--- src/design/ccks_pkg.sv ---
// ----------------------------------------------------------------------------
// ccks_pkg: shared types and helpers for the ChaCha keystream generator
// Item layouts, register indexes and the two halves of the quarter-round.
// ----------------------------------------------------------------------------
package ccks_pkg;

  localparam int unsigned NUM_LANES = 4;
  localparam int unsigned NUM_WORDS = 16;
  localparam logic [4:0]  ROUND_RESET = 5'd20;

  typedef logic [31:0] word_t;

  typedef enum logic [2:0] {
    REG_CONST_LO = 3'd0,
    REG_CONST_HI = 3'd1,
    REG_KEY_A    = 3'd2,
    REG_KEY_B    = 3'd3,
    REG_KEY_C    = 3'd4,
    REG_KEY_D    = 3'd5,
    REG_NONCE    = 3'd6,
    REG_ROUNDS   = 3'd7
  } reg_idx_e;

  typedef enum logic {
    OP_GENERATE = 1'b0,
    OP_LOAD     = 1'b1
  } opcode_e;

  typedef struct packed {
    logic        opcode;
    logic [63:0] counter_value;
  } in_item_t;

  typedef struct packed {
    logic [31:0] keystream_word;
    logic [3:0]  word_index;
    logic        last_word;
  } out_item_t;

  typedef struct packed {
    word_t a;
    word_t b;
    word_t c;
    word_t d;
  } quad_t;

  function automatic word_t rotl(word_t v, int unsigned s);
    rotl = (v << s) | (v >> (32 - s));
  endfunction

  // First two steps of the quarter-round.
  function automatic quad_t qr_first(quad_t q);
    quad_t r;
    r   = q;
    r.a = r.a + r.b;
    r.d = rotl(r.d ^ r.a, 16);
    r.c = r.c + r.d;
    r.b = rotl(r.b ^ r.c, 12);
    return r;
  endfunction

  // Last two steps of the quarter-round.
  function automatic quad_t qr_second(quad_t q);
    quad_t r;
    r   = q;
    r.a = r.a + r.b;
    r.d = rotl(r.d ^ r.a, 8);
    r.c = r.c + r.d;
    r.b = rotl(r.b ^ r.c, 7);
    return r;
  endfunction

endpackage

--- src/design/chacha_keystream_generator.sv ---
// ----------------------------------------------------------------------------
// chacha_keystream_generator: ChaCha block function keystream source
// Generates sixteen 32-bit keystream words per generate item.
// ----------------------------------------------------------------------------
// Usage:
//   Configuration: write constants, key, nonce and round count through
//   cfg_we_i / cfg_idx_i / cfg_wdata_i while the block is idle.
//   Input channel (in_valid_i / in_ready_o): an item with opcode load sets
//   the 64-bit block counter and yields nothing. An item with
//   opcode generate yields sixteen output items, words 0..15, the last
//   flagged by last_word; the counter then advances (wrapping at 2^64).
//   A generate item first fills the state memory, then runs the rounds
//   (ceil(rounds/2) double rounds), then reads out the output words; the
//   next item is accepted in the cycle after the last word is loaded.
//   One item is worked on at a time.
//   The working state sits in a 4-lane x 4-entry memory with a registered
//   read; a quarter-round is issued per cycle and a round drains its
//   two-stage pipeline before the next round reads, which sets the rate.
//   Stalls at out_ready_i hold the output register and pause the readout.
//   Reset clears the counter and registers (round count becomes twenty).
// ----------------------------------------------------------------------------
module chacha_keystream_generator (
  input  logic                clk_i,
  input  logic                rst_ni,
  input  logic                in_valid_i,
  output logic                in_ready_o,
  input  ccks_pkg::in_item_t  in_data_i,
  output logic                out_valid_o,
  input  logic                out_ready_i,
  output ccks_pkg::out_item_t out_data_o,
  input  logic                cfg_we_i,
  input  logic [2:0]          cfg_idx_i,
  input  logic [63:0]         cfg_wdata_i
);

  typedef enum logic [4:0] {
    ST_IDLE  = 5'b00001,
    ST_INIT  = 5'b00010,
    ST_ROUND = 5'b00100,
    ST_ORD   = 5'b01000,
    ST_OWAIT = 5'b10000
  } state_e;

  localparam logic [2:0] PH_LAST = 3'd5;

  state_e      state_q, state_d;
  logic [63:0] cfg_q [7];
  logic [4:0]  rounds_q;
  logic [63:0] ctr_q, ctr_d;
  logic [2:0]  ph_q, ph_d;
  logic [5:0]  rnd_q, rnd_d;
  logic [3:0]  idx_q, idx_d;
  logic [5:0]  nhr;

  // Working-state memory: lane l holds word 4*l+s at entry s.
  ccks_pkg::word_t mem_q [4][4];
  ccks_pkg::word_t rd_q [4];
  logic [1:0]      raddr [4];
  logic [1:0]      waddr [4];
  ccks_pkg::word_t wdata [4];
  logic            re, we;

  // Quarter-round pipeline.
  logic           p1_q, p2_q;
  logic [1:0]     p1_addr_q [4];
  logic [1:0]     p2_addr_q [4];
  ccks_pkg::quad_t s1_q, s2;

  ccks_pkg::word_t init_w [16];
  ccks_pkg::out_item_t out_q, out_d;
  logic out_valid_q, out_valid_d;

  assign in_ready_o  = (state_q == ST_IDLE);
  assign out_valid_o = out_valid_q;
  assign out_data_o  = out_q;

  // Two half-rounds per double round; odd counts round up.
  assign nhr = (6'({1'b0, rounds_q}) + 6'd1) & 6'h3E;

  // Input block, built from the registers and the counter.
  always_comb begin
    for (int p = 0; p < 6; p++) begin
      init_w[2*p]   = cfg_q[p][31:0];
      init_w[2*p+1] = cfg_q[p][63:32];
    end
    init_w[12] = ctr_q[31:0];
    init_w[13] = ctr_q[63:32];
    init_w[14] = cfg_q[6][31:0];
    init_w[15] = cfg_q[6][63:32];
  end

  // Read addresses: column round uses one entry across lanes, diagonal
  // round skews each lane by its number.
  always_comb begin
    re = 1'b0;
    for (int l = 0; l < 4; l++) begin
      raddr[l] = idx_q[1:0];
      if (state_q == ST_ROUND) begin
        raddr[l] = ph_q[1:0] + (rnd_q[0] ? 2'(l) : 2'd0);
      end
    end
    if (state_q == ST_ROUND && !ph_q[2]) begin
      re = 1'b1;
    end else if (state_q == ST_ORD) begin
      re = 1'b1;
    end
  end

  assign s2 = ccks_pkg::qr_second(s1_q);

  // Write side: fill from the input block, else retire the pipeline.
  always_comb begin
    we = 1'b0;
    for (int l = 0; l < 4; l++) begin
      waddr[l] = p2_addr_q[l];
      wdata[l] = '0;
    end
    wdata[0] = s2.a;
    wdata[1] = s2.b;
    wdata[2] = s2.c;
    wdata[3] = s2.d;
    if (state_q == ST_INIT) begin
      we = 1'b1;
      for (int l = 0; l < 4; l++) begin
        waddr[l] = ph_q[1:0];
        wdata[l] = init_w[{2'(l), ph_q[1:0]}];
      end
    end else if (p2_q) begin
      we = 1'b1;
    end
  end

  always_ff @(posedge clk_i) begin
    for (int l = 0; l < 4; l++) begin
      if (we) begin
        mem_q[l][waddr[l]] <= wdata[l];
      end
      if (re) begin
        rd_q[l] <= mem_q[l][raddr[l]];
      end
    end
    s1_q <= ccks_pkg::qr_first(
      ccks_pkg::quad_t'{a: rd_q[0], b: rd_q[1], c: rd_q[2], d: rd_q[3]});
    for (int l = 0; l < 4; l++) begin
      if (re) begin
        p1_addr_q[l] <= raddr[l];
      end
      p2_addr_q[l] <= p1_addr_q[l];
    end
  end

  always_ff @(posedge clk_i or negedge rst_ni) begin
    if (!rst_ni) begin
      p1_q <= 1'b0;
      p2_q <= 1'b0;
    end else begin
      p1_q <= re && (state_q == ST_ROUND);
      p2_q <= p1_q;
    end
  end

  // Sequencer.
  always_comb begin
    state_d     = state_q;
    ctr_d       = ctr_q;
    ph_d        = ph_q;
    rnd_d       = rnd_q;
    idx_d       = idx_q;
    out_d       = out_q;
    out_valid_d = out_valid_q && !out_ready_i;
    case (state_q)
      ST_IDLE: begin
        ph_d  = '0;
        rnd_d = '0;
        idx_d = '0;
        if (in_valid_i) begin
          if (in_data_i.opcode == ccks_pkg::OP_LOAD) begin
            ctr_d = in_data_i.counter_value;
          end else begin
            state_d = ST_INIT;
          end
        end
      end
      ST_INIT: begin
        ph_d = ph_q + 3'd1;
        if (ph_q[1:0] == 2'd3) begin
          ph_d    = '0;
          state_d = (nhr == 6'd0) ? ST_ORD : ST_ROUND;
        end
      end
      ST_ROUND: begin
        ph_d = ph_q + 3'd1;
        if (ph_q == PH_LAST) begin
          ph_d  = '0;
          rnd_d = rnd_q + 6'd1;
          if (rnd_q + 6'd1 == nhr) begin
            state_d = ST_ORD;
          end
        end
      end
      ST_ORD: begin
        state_d = ST_OWAIT;
      end
      ST_OWAIT: begin
        if (!out_valid_q || out_ready_i) begin
          out_valid_d          = 1'b1;
          out_d.keystream_word = rd_q[idx_q[3:2]] + init_w[idx_q];
          out_d.word_index     = idx_q;
          out_d.last_word      = (idx_q == 4'd15);
          idx_d                = idx_q + 4'd1;
          state_d              = ST_ORD;
          if (idx_q == 4'd15) begin
            ctr_d   = ctr_q + 64'd1;
            state_d = ST_IDLE;
          end
        end
      end
      default: begin
        state_d = ST_IDLE;
      end
    endcase
  end

  always_ff @(posedge clk_i or negedge rst_ni) begin
    if (!rst_ni) begin
      state_q     <= ST_IDLE;
      ctr_q       <= '0;
      ph_q        <= '0;
      rnd_q       <= '0;
      idx_q       <= '0;
      out_valid_q <= 1'b0;
      rounds_q    <= ccks_pkg::ROUND_RESET;
      for (int p = 0; p < 7; p++) begin
        cfg_q[p] <= '0;
      end
    end else begin
      state_q     <= state_d;
      ctr_q       <= ctr_d;
      ph_q        <= ph_d;
      rnd_q       <= rnd_d;
      idx_q       <= idx_d;
      out_valid_q <= out_valid_d;
      if (cfg_we_i) begin
        if (cfg_idx_i == ccks_pkg::REG_ROUNDS) begin
          rounds_q <= cfg_wdata_i[4:0];
        end else begin
          cfg_q[cfg_idx_i] <= cfg_wdata_i;
        end
      end
    end
  end

  always_ff @(posedge clk_i) begin
    out_q <= out_d;
  end

`ifndef SYNTHESIS
  // Write-back only happens while rounds run.
  assert property (@(posedge clk_i) disable iff (!rst_ni)
    p2_q |-> state_q == ST_ROUND)
    else $error("quarter-round retired outside a round");

  // Interlock: a round starts reading only after the previous one drained.
  assert property (@(posedge clk_i) disable iff (!rst_ni)
    (state_q == ST_ROUND && ph_q == 3'd0) |-> (!p1_q && !p2_q))
    else $error("round read overlaps pending write-back");

  // A generate item goes straight to filling the state memory.
  assert property (@(posedge clk_i) disable iff (!rst_ni)
    (in_valid_i && in_ready_o && in_data_i.opcode == ccks_pkg::OP_GENERATE)
    |=> state_q == ST_INIT)
    else $error("generate item not started");
`endif

endmodule
--- config.mk ---
export PLATFORM = sky130hd
export DESIGN_NAME = chacha_keystream_generator
export DESIGN_NICKNAME = d
export VERILOG_FILES = /design/src/design/ccks_pkg.sv /design/src/design/chacha_keystream_generator.sv
export SDC_FILE = /design/constraint.sdc
export NUM_CORES = 2
export LEC_CHECK = 0
export BUFFER_PORTS_ARGS = -buffer_cell sky130_fd_sc_hd__buf_2
export CAP_MARGIN = 40
export CORE_MARGIN = 2
export CORE_UTILIZATION = 57
export CTS_BUF_LIST = sky130_fd_sc_hd__clkbuf_16
export DETAILED_ROUTE_END_ITERATION = 10
export PLACE_DENSITY = 0.77
export SLEW_MARGIN = 15
export SYNTH_ARGS = -nofsm -noshare
export SYNTH_HDL_FRONTEND = slang
export SYNTH_SLANG_ARGS = --single-unit
--- constraint.sdc ---
create_clock -name clk_i -period 14.05 [get_ports clk_i]
set_input_delay 0.7025 -clock clk_i [delete_from_list [all_inputs] [get_ports clk_i]]
set_output_delay 0.7025 -clock clk_i [all_outputs]
set_load 0.05 [all_outputs]
==> metrics <==
post-cts resize count 0; vias in the first global route ~47k; Overflow after GRT 0; initial antenna violation count 31; Starting DRT DRC Count ~7.0k; slew at the pin closest to its max-slew limit 1.01 ns; met2 wire length approximately 100000 um; Max Slew Vio Count 0; cell taking the most area after synthesis edfxtp_1; Synth Instances between 5k and 6k; CTS Buf Count 143; clk sinks about 1.4k; synthesis-to-layout area growth 11.2%; result of the run finished, final reports clean; setup_tns 0 ns; M1 wire length roughly 85000 um; pin count of the biggest net entering global routing roughly 130; DR pass1 iterations 8; Vias/cell between 6 and 7; RSZ-0062 raised after global routing no; Via Count around 49k; DR WL/cell ~31 um; number of max-cap violations 0; Setup Viol. Count Final 0; Critical Path Start Type flip-flop; GRT Overall Usage 0.370; Antenna Nets Post-Route 0; syn_area_per_cell 12.2 um^2; Final nets 5923; synth warn 0; Die Ht 348 um; CTS hold repair buffers 0; Setup CP Type flip-flop to flip-flop; top-count cell post-synth nand2_1; period utilisation layout 0.507; number of setup buffers added after CTS 0; die area 121000 um^2; crit path cell chain ha_1 > fa_1 > a21oi_1 > o21ai_0 > a21oi_1 > o211ai_1 > a41oi_2 > o21ai_0 > o211ai_1 > xnor2_1 > xor2_1 > ha_1 > fa_1 > a211oi_1 > o21ai_0 > a31o_2 > a211oi_1 > a21oi_1 > a21oi_1 > o21bai_1 > xor2_1 > xnor2_1 > o21ai_0; share of the synthesized area in the top cell type 0.305; Top Layer Used met5; Data arrival, critical path around 7.6 ns; Main synth FF type edfxtp_1; final WL 224000 um; Cell variety after synth 88; Placeable Area approximately 120000 um^2; Worst Skew 0.0345 ns; Hold Vio Cnt, Final 0; Synth top cells by count 889 x nand2_1, 683 x edfxtp_1, 535 x dfrtp_1; Rel. slew slack 0.320; Clock Root Buffer clkbuf_16; Cell Area, Synth 67300 um^2; DR WL met3 27500 um; CP peak stage delay a little under 0.7 ns; CP Data Required Time roughly 15 ns; Post-synth EDFFs 683; width of the die 348 um; Net Count, Synth ~5.8k; DRC violations left 0; I/O pin cnt between 150 and 200; ys async rst share 0.397; Hold WC Path Type input port to asynchronous set/reset pin; Seq/Total Area, Yosys 0.545; PortBufs about 180; maximum buffer depth of the clock tree 3; first-pass GRT wire length 323000 um; htree depth 4; Worst-path clk slew approximately 0.06 ns; minimum clock period just over 7 ns; CP Max Fanout 6; synth top area cells edfxtp_1 30%, dfrtp_1 20%, mux2_2 8.4%; flops & latches, synth around 1.4k; slowest CP cell a211oi_1; Post-DP HPWL roughly 160000 um; final estimated routing congestion in global placement roughly 1.1; fraction of layout cells with a size suffix above 1 0.223; row cnt about 130; fmax ~140 MHz; CTS tree built; Starting Density 0.572; Setup crit end kind flip-flop; Worst-Skew Late Latency a little under 0.8 ns
==> final cells by class <==
type,count,area (um^2)
clock buffers,149,3730
diodes,10,25.0
repair buffers,279,2060
well taps,1536,1920
flip-flops and latches,1355,36700
inverters,60,228
clock inverters,103,683
fillers,8694,42800
multi-input cells,3778,29500
==> critical path, delay by kind of cell (launching register included) <==
| kind | cells | cell delay, ns |
|---|---|---|
| xor+xnor | 4 | 0.87 |
| compound gates | 15 | 4.22 |
| flops | 1 | 0.33 |
| fa+ha+maj | 4 | 1.41 |
==> path summary, 6_finish.rpt <==
kind,cells past startpoint,startpoint,slack (ns),end
hold reg to reg,0,p1_addr_q[0][0],0.34,p2_addr_q[2][0]
min in group clk_i,3,in_data_i[0],0.22,ctr_q[0]
setup reg to reg,23,s1_q[64],6.93,mem_q[1][35]
hold / removal,1,rst_ni,0.01,cfg_q[426]
setup / recovery,23,s1_q[64],6.93,mem_q[1][35]
max in group asynchronous,5,rst_ni,12.09,cfg_q[379]
==> routing by layer <==
| layer | global-route usage | vias up |
|---|---|---|
| li1 | - | 20600 |
| met1 | 0.508 | 24900 |
| met2 | 0.555 | 3231 |
| met3 | 0.0892 | 611 |
| met4 | 0.181 | 24 |
| met5 | 0 | - |
==> layout by cell type, fill, tap and decap left out, types with 11 or more instances in the layout <==
cell | netlist | routed
clkbuf_16 | 0 | 149
o21ai_4 | 0 | 11
a21oi_1 | 285 | 283
o21a_1 | 16 | 14
a211oi_1 | 19 | 19
a221oi_1 | 35 | 35
nor2b_1 | 20 | 19
and2_1 | 14 | 12
buf_2 | 8 | 176
o21bai_1 | 28 | 28
clkinv_1 | 0 | 25
inv_1 | 60 | 85
xor2_1 | 138 | 138
o211ai_1 | 14 | 14
nor3_1 | 31 | 29
dfxtp_1 | 134 | 134
a21o_1 | 76 | 76
o22ai_1 | 32 | 32
mux2i_1 | 97 | 97
nor2_1 | 208 | 208
buf_16 | 0 | 16
ha_1 | 164 | 164
clkinv_2 | 0 | 28
nand4_1 | 24 | 24
xnor2_1 | 149 | 149
and3_1 | 160 | 158
dfrtp_1 | 535 | 529
a22oi_1 | 33 | 33
nand2_1 | 889 | 889
nand2b_1 | 27 | 27
buf_4 | 1 | 79
mux2_2 | 501 | 501
a31oi_1 | 142 | 142
o21ai_0 | 238 | 228
edfxtp_1 | 683 | 683
mux4_2 | 227 | 227
nand3_1 | 73 | 71
==> stage by stage <==
step                      setup slack, ns  utilization  cells  cell area [um^2]  hold slack (ns)
after floorplan                      5.50            -   5508             67300            0.323
after global placement               7.31        0.594   6981             69800            0.324
after detailed placement             7.22        0.597   7001             70300            0.329
after CTS                            7.18        0.635   7253             74700           0.0407
after global routing                 6.73        0.636   7263             74800            0.108
final                                6.93        0.636   7270             74800           0.0139
==> sequential cells by signal, summed over array words and instances (netlist names), 5 cells and up <==
register and cells:
rd_q 128, out_data_o 37, cfg_q 448, rnd_q 6, mem_q 512, p2_addr_q 6
rounds_q 5, s1_q 128, p1_addr_q 6, ctr_q 64, state_q 5
==> cells by family (layout without fill, tap and decap cells) <==
kind of cell / count (synthesis) / count (layout) / synth area share
AND/OR/NAND/NOR: 1494 / 1494 / 0.0976
flip-flops: 1355 / 1355 / 0.545
AO/OA/AOI/OAI: 997 / 997 / 0.0910
multiplexers: 825 / 825 / 0.174
buffers and inverters: 375 / 591 / 0.0211
XOR/XNOR: 293 / 293 / 0.0393
adder cells (fa/ha/maj): 169 / 169 / 0.0320
other: 0 / 10 / 0
Power is left out: the tool's default activity adds up to more than one toggle a clock period on the data nets, which glitch-free logic cannot reach.
